$ cat config.mk
export PLATFORM = sky130hd
export DESIGN_NAME = numeric_token_masker_top
export DESIGN_NICKNAME = d
export VERILOG_FILES = /design/src/hdl/ntm_pkg.sv /design/src/hdl/ntm_ram.sv /design/src/hdl/ntm_datapath.sv /design/src/hdl/ntm_ctrl.sv /design/src/hdl/numeric_token_masker_top.sv
export SDC_FILE = /design/constraint.sdc
export NUM_CORES = 1
export LEC_CHECK = 0
export BUFFER_PORTS_ARGS = -buffer_cell sky130_fd_sc_hd__buf_2
export CAP_MARGIN = 25
export CORE_AREA = 2 2 191 193
export DETAILED_ROUTE_END_ITERATION = 6
export DIE_AREA = 0 0 193 195
export PLACE_DENSITY = 0.81
export SYNTH_ARGS = -nofsm -noshare
export SYNTH_HDL_FRONTEND = slang
export SYNTH_HIERARCHICAL = 1
export SYNTH_SLANG_ARGS = --single-unit
$ cat constraint.sdc
create_clock -name clock -period 10.6 [get_ports clock]
set_input_delay 1.06 -clock clock [delete_from_list [all_inputs] [get_ports clock]]
set_output_delay 1.06 -clock clock [all_outputs]
set_load 0.02 [all_outputs]
$ cat src/hdl/ntm_pkg.sv
// ----------------------------------------------------------------------------
// Numeric token masker package
// Shared constants, character classes and the command and status structures
// that pass between the controller and the datapath.
// ----------------------------------------------------------------------------
package ntm_pkg;

   // Byte width of every character that the block handles.
   localparam int CHAR_W = 8;

   // Capacity of the token store, in bytes (1 to 63).
   localparam int MAX_TOKEN = 63;

   // Width of the token length, which must be able to hold MAX_TOKEN itself.
   localparam int LEN_W = $clog2(MAX_TOKEN + 1);

   // Width of a token store address.
   localparam int ADDR_W = (MAX_TOKEN > 1) ? $clog2(MAX_TOKEN) : 1;

   // Reset value of the mask character, an ASCII 'x'.
   localparam logic [CHAR_W-1:0] MASK_RESET = 8'd120;

   // Character codes.
   localparam logic [CHAR_W-1:0] CHAR_NUL     = 8'd0;
   localparam logic [CHAR_W-1:0] CHAR_NEWLINE = 8'd10;
   localparam logic [CHAR_W-1:0] CHAR_SPACE   = 8'd32;
   localparam logic [CHAR_W-1:0] CHAR_HYPHEN  = 8'd45;
   localparam logic [CHAR_W-1:0] CHAR_PERIOD  = 8'd46;
   localparam logic [CHAR_W-1:0] CHAR_SLASH   = 8'd47;
   localparam logic [CHAR_W-1:0] CHAR_UPPER_A = 8'd65;
   localparam logic [CHAR_W-1:0] CHAR_UPPER_Z = 8'd90;
   localparam logic [CHAR_W-1:0] CHAR_LOWER_A = 8'd97;
   localparam logic [CHAR_W-1:0] CHAR_LOWER_Z = 8'd122;

   // Commands from the controller to the datapath.
   typedef struct packed {
      logic store;       // Token byte accepted: append it to the store.
      logic start;       // Delimiter accepted: latch it for the end of the run.
      logic rd_first;    // Read the first stored byte.
      logic rd_next;     // Read the byte after the current one.
      logic load_byte;   // Load the current token byte into the output register.
      logic load_delim;  // Load the delimiter and close the token.
   } ntm_cmd_type;

   // Status from the datapath to the controller.
   typedef struct packed {
      logic is_delim;    // The incoming byte ends a token.
      logic empty;       // No byte is stored.
      logic last_byte;   // The current byte is the final stored byte.
      logic slot_free;   // The output register can take a new transaction.
   } ntm_sts_type;

   // True for the bytes that end a token.
   function automatic logic is_delim(input logic [CHAR_W-1:0] c);
      return (c == CHAR_SPACE) || (c == CHAR_SLASH) || (c == CHAR_HYPHEN) ||
             (c == CHAR_PERIOD) || (c == CHAR_NUL);
   endfunction

   // True for ASCII letters of either case.
   function automatic logic is_letter(input logic [CHAR_W-1:0] c);
      return ((c >= CHAR_UPPER_A) && (c <= CHAR_UPPER_Z)) ||
             ((c >= CHAR_LOWER_A) && (c <= CHAR_LOWER_Z));
   endfunction

endpackage

$ cat src/hdl/ntm_ram.sv
// ----------------------------------------------------------------------------
// Generic single-port-write RAM
// One write port and one read port with a registered read; the read data
// holds its value while no read is requested.
// ----------------------------------------------------------------------------
module ntm_ram #(
   parameter int WIDTH = 8,
   parameter int DEPTH = 64
) (
   input  logic                                    clock,
   input  logic                                    wr_en,
   input  logic [((DEPTH > 1) ? $clog2(DEPTH) : 1)-1:0] wr_addr,
   input  logic [WIDTH-1:0]                        wr_data,
   input  logic                                    rd_en,
   input  logic [((DEPTH > 1) ? $clog2(DEPTH) : 1)-1:0] rd_addr,
   output logic [WIDTH-1:0]                        rd_data
);

   logic [WIDTH-1:0] mem_ff [DEPTH];
   logic [WIDTH-1:0] rd_data_ff;

   // Write port.
   always_ff @(posedge clock) begin
      if (wr_en) begin
         mem_ff[wr_addr] <= wr_data;
      end
   end

   // Registered read port.
   always_ff @(posedge clock) begin
      if (rd_en) begin
         rd_data_ff <= mem_ff[rd_addr];
      end
   end

   assign rd_data = rd_data_ff;

endmodule

$ cat src/hdl/ntm_datapath.sv
// ----------------------------------------------------------------------------
// Numeric token masker datapath
// Holds the token store, the token length and flags, the mask register and
// the output register, and acts on the controller's commands.
// ----------------------------------------------------------------------------
module ntm_datapath (
   input  logic                       clock,
   input  logic                       reset,
   input  ntm_pkg::ntm_cmd_type       cmd,
   output ntm_pkg::ntm_sts_type       sts,
   input  logic [ntm_pkg::CHAR_W-1:0] req_in_char,
   input  logic                       csr_write,
   input  logic [ntm_pkg::CHAR_W-1:0] csr_mask_char,
   output logic                       rsp_valid,
   input  logic                       rsp_stall,
   output logic [ntm_pkg::CHAR_W-1:0] rsp_out_char,
   output logic                       rsp_last,
   output logic                       rsp_truncated
);

   logic [ntm_pkg::CHAR_W-1:0] mask_ff;
   logic [ntm_pkg::LEN_W-1:0]  length_ff, length_in;
   logic                       letter_ff, letter_in;
   logic                       ovf_ff, ovf_in;
   logic [ntm_pkg::ADDR_W-1:0] cnt_ff, cnt_in;
   logic [ntm_pkg::CHAR_W-1:0] delim_ff, delim_in;
   logic                       rsp_valid_ff, rsp_valid_in;
   logic [ntm_pkg::CHAR_W-1:0] rsp_char_ff, rsp_char_in;
   logic                       rsp_last_ff, rsp_last_in;
   logic                       rsp_trunc_ff, rsp_trunc_in;
   logic                       has_room;
   logic                       wr_en;
   logic                       rd_en;
   logic [ntm_pkg::ADDR_W-1:0] rd_addr;
   logic [ntm_pkg::CHAR_W-1:0] rd_data;

   assign has_room = (length_ff < ntm_pkg::LEN_W'(ntm_pkg::MAX_TOKEN));
   assign wr_en    = cmd.store && has_room;
   assign rd_en    = cmd.rd_first || cmd.rd_next;
   assign rd_addr  = cmd.rd_first ? '0 : (cnt_ff + ntm_pkg::ADDR_W'(1));

   // Token store.
   ntm_ram #(
      .WIDTH (ntm_pkg::CHAR_W),
      .DEPTH (ntm_pkg::MAX_TOKEN)
   ) u_store (
      .clock   (clock),
      .wr_en   (wr_en),
      .wr_addr (length_ff[ntm_pkg::ADDR_W-1:0]),
      .wr_data (req_in_char),
      .rd_en   (rd_en),
      .rd_addr (rd_addr),
      .rd_data (rd_data)
   );

   // Status towards the controller.
   assign sts.is_delim  = ntm_pkg::is_delim(req_in_char);
   assign sts.empty     = (length_ff == '0);
   assign sts.last_byte = ((ntm_pkg::LEN_W'(cnt_ff) + ntm_pkg::LEN_W'(1)) == length_ff);
   assign sts.slot_free = !rsp_valid_ff || !rsp_stall;

   // Next values of the token state and the output register.
   always_comb begin
      length_in    = length_ff;
      letter_in    = letter_ff;
      ovf_in       = ovf_ff;
      cnt_in       = cnt_ff;
      delim_in     = delim_ff;
      rsp_valid_in = rsp_valid_ff;
      rsp_char_in  = rsp_char_ff;
      rsp_last_in  = rsp_last_ff;
      rsp_trunc_in = rsp_trunc_ff;

      // A taken transaction empties the output register.
      if (rsp_valid_ff && !rsp_stall) begin
         rsp_valid_in = 1'b0;
      end

      // Append a token byte, or note that one was dropped.
      if (cmd.store) begin
         if (has_room) begin
            length_in = length_ff + ntm_pkg::LEN_W'(1);
            letter_in = letter_ff || ntm_pkg::is_letter(req_in_char);
         end else begin
            ovf_in = 1'b1;
         end
      end

      // The end of line comes out as a newline.
      if (cmd.start) begin
         delim_in = (req_in_char == ntm_pkg::CHAR_NUL) ? ntm_pkg::CHAR_NEWLINE
                                                       : req_in_char;
      end

      if (cmd.rd_first) begin
         cnt_in = '0;
      end else if (cmd.rd_next) begin
         cnt_in = cnt_ff + ntm_pkg::ADDR_W'(1);
      end

      // A token byte passes unchanged only when the token holds a letter.
      if (cmd.load_byte) begin
         rsp_valid_in = 1'b1;
         rsp_char_in  = letter_ff ? rd_data : mask_ff;
         rsp_last_in  = 1'b0;
         rsp_trunc_in = ovf_ff;
      end

      // The delimiter closes the run and clears the token.
      if (cmd.load_delim) begin
         rsp_valid_in = 1'b1;
         rsp_char_in  = delim_ff;
         rsp_last_in  = 1'b1;
         rsp_trunc_in = ovf_ff;
         length_in    = '0;
         letter_in    = 1'b0;
         ovf_in       = 1'b0;
      end
   end

   // Control registers.
   always_ff @(posedge clock) begin
      if (reset) begin
         mask_ff      <= ntm_pkg::MASK_RESET;
         length_ff    <= '0;
         letter_ff    <= 1'b0;
         ovf_ff       <= 1'b0;
         rsp_valid_ff <= 1'b0;
      end else begin
         if (csr_write) begin
            mask_ff <= csr_mask_char;
         end
         length_ff    <= length_in;
         letter_ff    <= letter_in;
         ovf_ff       <= ovf_in;
         rsp_valid_ff <= rsp_valid_in;
      end
   end

   // Payload registers.
   always_ff @(posedge clock) begin
      cnt_ff       <= cnt_in;
      delim_ff     <= delim_in;
      rsp_char_ff  <= rsp_char_in;
      rsp_last_ff  <= rsp_last_in;
      rsp_trunc_ff <= rsp_trunc_in;
   end

   assign rsp_valid     = rsp_valid_ff;
   assign rsp_out_char  = rsp_char_ff;
   assign rsp_last      = rsp_last_ff;
   assign rsp_truncated = rsp_trunc_ff;

endmodule

$ cat src/hdl/ntm_ctrl.sv
// ----------------------------------------------------------------------------
// Numeric token masker controller
// Takes bytes while idle and, after a delimiter, steps the datapath through
// the replay of the stored token and the closing delimiter.
// ----------------------------------------------------------------------------
module ntm_ctrl (
   input  logic                 clock,
   input  logic                 reset,
   input  logic                 req_valid,
   output logic                 req_stall,
   input  ntm_pkg::ntm_sts_type sts,
   output ntm_pkg::ntm_cmd_type cmd
);

   typedef enum logic [1:0] {
      ST_IDLE,
      ST_STREAM,
      ST_DELIM
   } state_type;

   state_type state_ff, state_in;
   logic      accept;

   assign req_stall = (state_ff != ST_IDLE);
   assign accept    = req_valid && !req_stall;

   // Commands and next state.
   always_comb begin
      state_in = state_ff;
      cmd      = '0;
      case (state_ff)
         ST_IDLE: begin
            cmd.store    = accept && !sts.is_delim;
            cmd.start    = accept && sts.is_delim;
            cmd.rd_first = accept && sts.is_delim && !sts.empty;
            if (accept && sts.is_delim) begin
               state_in = sts.empty ? ST_DELIM : ST_STREAM;
            end
         end
         ST_STREAM: begin
            if (sts.slot_free) begin
               cmd.load_byte = 1'b1;
               if (sts.last_byte) begin
                  state_in = ST_DELIM;
               end else begin
                  cmd.rd_next = 1'b1;
               end
            end
         end
         ST_DELIM: begin
            if (sts.slot_free) begin
               cmd.load_delim = 1'b1;
               state_in       = ST_IDLE;
            end
         end
         default: begin
            state_in = ST_IDLE;
         end
      endcase
   end

   // State register.
   always_ff @(posedge clock) begin
      if (reset) begin
         state_ff <= ST_IDLE;
      end else begin
         state_ff <= state_in;
      end
   end

endmodule

$ cat src/hdl/numeric_token_masker_top.sv
// ----------------------------------------------------------------------------
// Numeric token masker
// Buffers text tokens and replays them at each delimiter, masking every byte
// of a token that holds no letter.
// ----------------------------------------------------------------------------
// A token byte produces no transaction.
// A delimiter after n stored bytes is accepted, then each byte is read from the store
// and passed out in turn, and then the delimiter; an output stall holds the replay.
// After the delimiter is taken, the stream or delimiter state loads the first result.
// Reset clears the token length, the flags and the output register and sets
// the mask character to 'x'; the token store is not cleared.
module numeric_token_masker_top (
   input  logic                       clock,
   input  logic                       reset,
   input  logic                       req_valid,
   output logic                       req_stall,
   input  logic [ntm_pkg::CHAR_W-1:0] req_in_char,
   output logic                       rsp_valid,
   input  logic                       rsp_stall,
   output logic [ntm_pkg::CHAR_W-1:0] rsp_out_char,
   output logic                       rsp_last,
   output logic                       rsp_truncated,
   input  logic                       csr_valid,
   output logic                       csr_ready,
   input  logic [ntm_pkg::CHAR_W-1:0] csr_mask_char
);

   ntm_pkg::ntm_cmd_type cmd;
   ntm_pkg::ntm_sts_type sts;

   // The mask register takes a write in any cycle.
   assign csr_ready = 1'b1;

   ntm_ctrl u_ctrl (
      .clock     (clock),
      .reset     (reset),
      .req_valid (req_valid),
      .req_stall (req_stall),
      .sts       (sts),
      .cmd       (cmd)
   );

   ntm_datapath u_datapath (
      .clock         (clock),
      .reset         (reset),
      .cmd           (cmd),
      .sts           (sts),
      .req_in_char   (req_in_char),
      .csr_write     (csr_valid && csr_ready),
      .csr_mask_char (csr_mask_char),
      .rsp_valid     (rsp_valid),
      .rsp_stall     (rsp_stall),
      .rsp_out_char  (rsp_out_char),
      .rsp_last      (rsp_last),
      .rsp_truncated (rsp_truncated)
   );

   // The output register is loaded only when it is free.
   a_load_when_free: assert property (@(posedge clock) disable iff (reset)
      (cmd.load_byte || cmd.load_delim) |-> sts.slot_free)
      else $error("output register overwritten while holding a transaction");

   // A byte is never stored while a delimiter starts a replay.
   a_store_start_exclusive: assert property (@(posedge clock) disable iff (reset)
      !(cmd.store && cmd.start))
      else $error("store and start commanded together");

   // Loading the delimiter returns the controller to idle, which frees the input.
   a_delim_frees_input: assert property (@(posedge clock) disable iff (reset)
      cmd.load_delim |=> !req_stall)
      else $error("input still stalled after the delimiter was loaded");

   // A fresh result follows a load command.
   a_load_gives_valid: assert property (@(posedge clock) disable iff (reset)
      (cmd.load_byte || cmd.load_delim) |=> rsp_valid)
      else $error("load command did not present a transaction");

endmodule
Word level (Yosys, flattened, before mapping) --
Memories as Yosys holds them, arrays and structs flattened. A register that Yosys moved wholly into a read port is not among the register bits. Cells that the tools add are included.
Storage, ports and cells: memories 1, RAM bits 504, output and inout port bits 13, bits in registers 43
Memories:
- u_datapath.u_store.mem_ff | depth 63, bits a word 8, rd ports 1, clocked after Yosys merged registers in 1, write ports 1, RTL line ntm_ram.sv:19 | logic [WIDTH-1:0] mem_ff [DEPTH];
Cells by class: muxes and demuxes 23, eq/ne operators 11, bitwise gates (word level) 1, add/subtract/negate cells 2, reductions and logical operators 31, order comparisons 5
Operators by type and width (count):
- 8-bit by 6-bit equality test with 1-bit output, second input constant | 4
- 8-bit 2-to-1 mux | 3
- 8-bit by 7-bit >= comparator with 1-bit output, second input constant | 2
- 8-bit by 7-bit <= comparator with 1-bit output, second input constant | 2
- 2-bit 2-to-1 mux | 7
- 6-bit by 1-bit adder with 6-bit output, second input constant | 2
- 1-bit 2-to-1 mux | 10
- 1-bit logical AND | 8
- 8-bit logical NOT | 1
- 1-bit logical OR | 8
- 6-bit equality test | 1
- 6-bit logical NOT | 1
- 6-bit < comparator, second input constant | 1
- 6-bit 2-to-1 mux | 1
- 2-bit inequality test, second input constant | 3
- 2-bit case mux with 3 select lines | 1
- 1-bit logical NOT | 5
- 2-bit AND reduction | 2
- 4-bit AND reduction | 1
- 2-bit nonzero test | 2
- 3-bit 2-to-1 mux | 1
- 3-bit nonzero test | 1
- 2-bit by 1-bit equality test with 1-bit output, second input constant | 1
- 2-bit equality test, second input constant | 1
- other kinds (4) | 4

Longest topological paths before layout --
word-level depth 11, gate-level depth with buffers 16

By module --
Netlist, hierarchy kept.
By module, submodules not included:
- ntm_ram | instances 1, area each 19886.6 µm², cells an instance 949
- ntm_datapath | instances 1, area each 1993.2 µm², cells an instance 196
- ntm_ctrl | instances 1, area each 151.4 µm², cells an instance 17
- numeric_token_masker_top | instances 1, area each 11.3 µm², cells an instance 2

Worst setup path after synthesis --
Ideal clock, no wire load.
kind input -> register, start point input port req_in_char[0] in the netlist's numbering, end point register u_datapath.u_store.rd_data_ff[6] (netlist: u_datapath/u_store/rd_data[6]), read port of u_datapath.u_store.mem_ff (data pin), data required time 10331 ps, setup time 269 ps, setup slack 6165 ps, arrival 4166 ps, stages on the path 14, cells stage by stage or4_4 a2111oi_2 and4bb_4 and2_2 buf_1 nor2_1 buf_6 buf_8 buf_6 mux4_2 a221oi_1 o21ai_1 nand3_1 o311ai_1
RTL lines:
- from (decl) | RTL line numeric_token_masker_top.sv:17 | input logic [ntm_pkg::CHAR_W-1:0] req_in_char,
- to (decl) | RTL line ntm_ram.sv:20 | logic [WIDTH-1:0] rd_data_ff;

==> summary.md <==
| Metric | Value |
|---|---|
| Status | `finished, final reports clean` |
| RSZ-0062 raised after global routing | `false` |
| Setup bufs post-CTS | `0` |
| CP dominant cell by count | `buf_4` |
| Die Ht | `just under 200 um` |
| Clock root cell | `clkbuf_16` |
| Share of layout cells above drive strength 1 | `22.0%` |
| Min Tclk post-route | `around 5.7 ns` |
| Synth Register Bits | `roughly 560` |
| DP HPWL | `about 29 mm` |
| Power per cell area | `around 190 nW/um^2` |
| Post-Syn Instances | `~1,200` |
| Kind of critical path | `input pin to flip-flop` |
| Crit path DAT | `between 6 and 7 ns` |
| Port Buffers | `32` |
| Startpoint Class | `input pin` |
| Clk pwr share | `around 40%` |
| Post-synth EDFFs | `roughly 530` |
| FP Rows | `~70` |
| Hold Slack | `about 0.45 ns` |
| Syn nets | `1,188` |
| Slew HR | `28.9%` |
| Worst r2r src | `u_datapath/length_ff[2]$_SDFFE_PP0P_` |
| GPL Wtd Cong | `0.895` |
| Area Overhead vs Synth | `9.93%` |
| FMAX | `0.174 GHz` |
| Top cells by area, synth | `edfxtp_1 (72%), mux4_2 (12%), dfxtp_1 (2.4%)` |
| CTS tree | `done` |
| Antenna Nets Post-Route | `0` |
| Iter 0 DRT Violations | `roughly 1,600` |
| Levels on crit path | `12` |
| Core Area | `~35,000 um^2` |
| Critical Path, Cell by Cell | `buf_2 > buf_4 > or4_4 > a2111oi_2 > and4bb_4 > and2_2 > nor2_4 > buf_4 > mux4_2 > a22o_1 > o21ai_0 > o311ai_1` |
| Die Wd | `roughly 190 um` |
| Vias per inst | `around 7` |
| CP startpoint | `req_in_char[0]` |
| Drt first pass iters | `7` |
| Cts repair resizes | `0` |
| Comb pwr share | `~7.7%` |
| Warnings, synthesis | `6` |
| Fillers | `about 2,100` |
| Reg-to-reg slack, setup | `5.85 ns` |
| CP Max Fanout | `66` |
| Vias in the first global route | `11,600` |
| Initial Utilization | `between 60 and 70%` |
| Post-synth top area share | `72.1%` |
| R2r worst-path depth | `10` |
| Setup crit end kind | `flip-flop` |
| # nets final | `between 1,000 and 1,500` |
| First-pass GRT wire length | `about 74 mm` |
| DR WL/cell | `~29 um` |
| Htree depth | `2` |
| Clock Skew | `0.0315 ns` |
| Sw power | `about 980 uW` |
| Clock-pin slew on the worst setup and hold paths | `0.06 ns` |
| DIE AREA | `roughly 38,000 um^2` |
| Area leader, netlist | `edfxtp_1` |
| Final Max Slew Viols | `0` |
| Seq/Total Area, Yosys | `about 74%` |
| Largest stage delay on the critical path | `0.81 ns` |
| Leak | `approximately 0.0077 uW` |
| CTS Buf Count | `53` |
| Setup total negative slack | `0 ns` |
| Worst Path Buf+Inv | `3` |
| Hold buffer count at CTS | `0` |
| Final Cycle Share | `54.1%` |
| Initial antenna violation count | `0` |
| Int Pwr | `roughly 3600 uW` |
| Max VDD drop | `roughly 0.17 mV` |
| CTS Buffer Depth | `3` |
| Main synth FF type | `edfxtp_1` |
| Clk_lat worst skew | `0.59 ns` |
| Sw Ratio | `between 20% and 30%` |
| Placed Area | `between 20,000 and 25,000 um^2` |
| Area of the multi-input gates | `between 5000 and 6000 um^2` |
| Seq. cell area | `16,400 um^2` |
| CP top delay family | `buffers and inverters` |
| Capture point of the worst path | `u_datapath/u_store/rd_data[1]$_DFFE_PP_` |
| Hold WC Path Type | `flip-flop to flip-flop` |
| CTS Sinks | `~560` |
| Critical Path Slowest Stage Cell | `buf_4` |
| # setup viols final | `0` |
| Critical path data required time | `between 10 and 15 ns` |
| Final hold violation count | `0` |
| Tightest Pin Transition | `~1.1 ns` |
| Total GRT Usage | `a little over a quarter` |
| Most common cell in the netlist | `edfxtp_1` |
| Num ports | `34` |
| Synth unique cells | `67` |
| Via count | `11,688` |
| Number of remaining DRC errors | `0` |
| Post-synthesis average cell area | `between 15 and 20 um^2` |
| Netlist area before placement | `22,000 um^2` |
| Capturing point of the worst reg2reg path | `u_datapath/u_store/rd_data[1]$_DFFE_PP_` |
| Max cap viols | `0` |
| Sequential share of power | `53.1%` |
| Fin area | `about 24,000 um^2` |
| Ys async rst share | `0%` |
| Total Routed Length | `49.1 mm` |
| Largest net degree at the start of global routing | `between 100 and 150` |
| Antenna diodes | `0` |
| GRT Residual Overflow | `0` |
| Synth top cells by count | `edfxtp_1 (529), mux4_2 (115), nor2_1 (95), nand2_1 (44), mux2i_1 (40)` |
[how the worst min path moves through the flow]
stage,start,end,depth (start not counted)
global route,u_datapath/ovf_ff$_SDFFE_PP0P_,u_datapath/rsp_truncated$_DFFE_PP_,0
finish,u_datapath/rsp_last$_SDFFE_PP1P_,u_datapath/rsp_last$_SDFFE_PP1P_,1
detailed placement,u_datapath/ovf_ff$_SDFFE_PP0P_,u_datapath/rsp_truncated$_DFFE_PP_,0
global placement,u_datapath/ovf_ff$_SDFFE_PP0P_,u_datapath/rsp_truncated$_DFFE_PP_,0
CTS,u_datapath/ovf_ff$_SDFFE_PP0P_,u_datapath/rsp_truncated$_DFFE_PP_,0
floorplan,u_datapath/ovf_ff$_SDFFE_PP0P_,u_datapath/rsp_truncated$_DFFE_PP_,0
[state kept, by name (all words and copies together) (netlist names)]
signal and count:
u_datapath/cnt_ff 6, u_datapath/u_store/rd_data 8, u_datapath/ovf_ff 1, u_datapath/u_store/mem_ff 504, u_datapath/rsp_out_char 8, u_ctrl/state_ff 2, u_datapath/delim_ff 8, u_datapath/letter_ff 1
u_datapath/length_ff 6, u_datapath/rsp_last 1, u_datapath/rsp_valid 1, u_datapath/mask_ff 8, u_datapath/rsp_truncated 1
[layout by cell type (no fill, tap or decap), drive strengths merged, types with 15 or more instances in the layout]
cell	n
a21oi	15
o21ai	24
dfxtp	26
nand2	44
nor2b	16
nand3	21
clkbuf	66
mux4	115
buf	53
edfxtp	529
mux2i	40
clkinv	15
nor2	95
[layer usage]
metal / GRT usage [%] / vias up / share of wire, %
li1: - / 4764 / -
met1: 37.7 / 5970 / 37
met2: 43.2 / 808 / 49
met3: 5.75 / 146 / 11
met4: 8.95 / 0 / 3.5
met5: 0 / - / 0
[power by group through the flow]
stage / clock network [uW] / logic (uW) / registers [uW]
detailed placement: 0 / 344 / 2470
global route: 1890 / 372 / 2420
floorplan: 0 / 247 / 2460
CTS: 1810 / 349 / 2420
global placement: 0 / 338 / 2470
finish: 1790 / 350 / 2420
[area by class of cell]
cell class                 instances  area share (%)
clock buffer                      66            5.85
tap                              461            2.38
timing repair buffer              53            1.36
multi-input combinational        528            21.6
sequential                       555            67.7
inverter                          10           0.155
clock inverter                    27           0.940
[through the flow]
stage / utilization [%] / total power [uW] / cells / setup WS (ns)
global route: 68.5 / 4680 / 1700 / 4.63
CTS: 68.4 / 4580 / 1699 / 4.95
detailed placement: 63.8 / 2810 / 1606 / 4.40
finish: 68.5 / 4560 / 1700 / 4.87
floorplan: - / 2710 / 1164 / 6.17
global placement: 63.8 / 2810 / 1606 / 4.51
[worst register-to-register path: stages, from the launching register on]
cell,delay (ns)
dfxtp_1,0.57
nor4_1,0.34
and2_1,0.20
inv_1,0.06
and2_2,0.29
nor2_4,0.80
buf_4,0.83
mux4_2,0.50
a22o_1,0.26
o21ai_0,0.43
o311ai_1,0.20
[logic make-up after synthesis]
| family | count (synthesis) | share of synthesized area, % |
|---|---|---|
| AOI/OAI and AO/OA | 115 | 3.81 |
| xor gates and xnor gates | 16 | 0.698 |
| adders and majority gates | 3 | 0.170 |
| buffers and inverters | 81 | 1.97 |
| DFF | 555 | 74.4 |
| muxes | 161 | 13.9 |
| other | 1 | 0.0170 |
| and+or+nand+nor | 232 | 5.03 |
No activity file was read; power rests on OpenSTA's default activity.
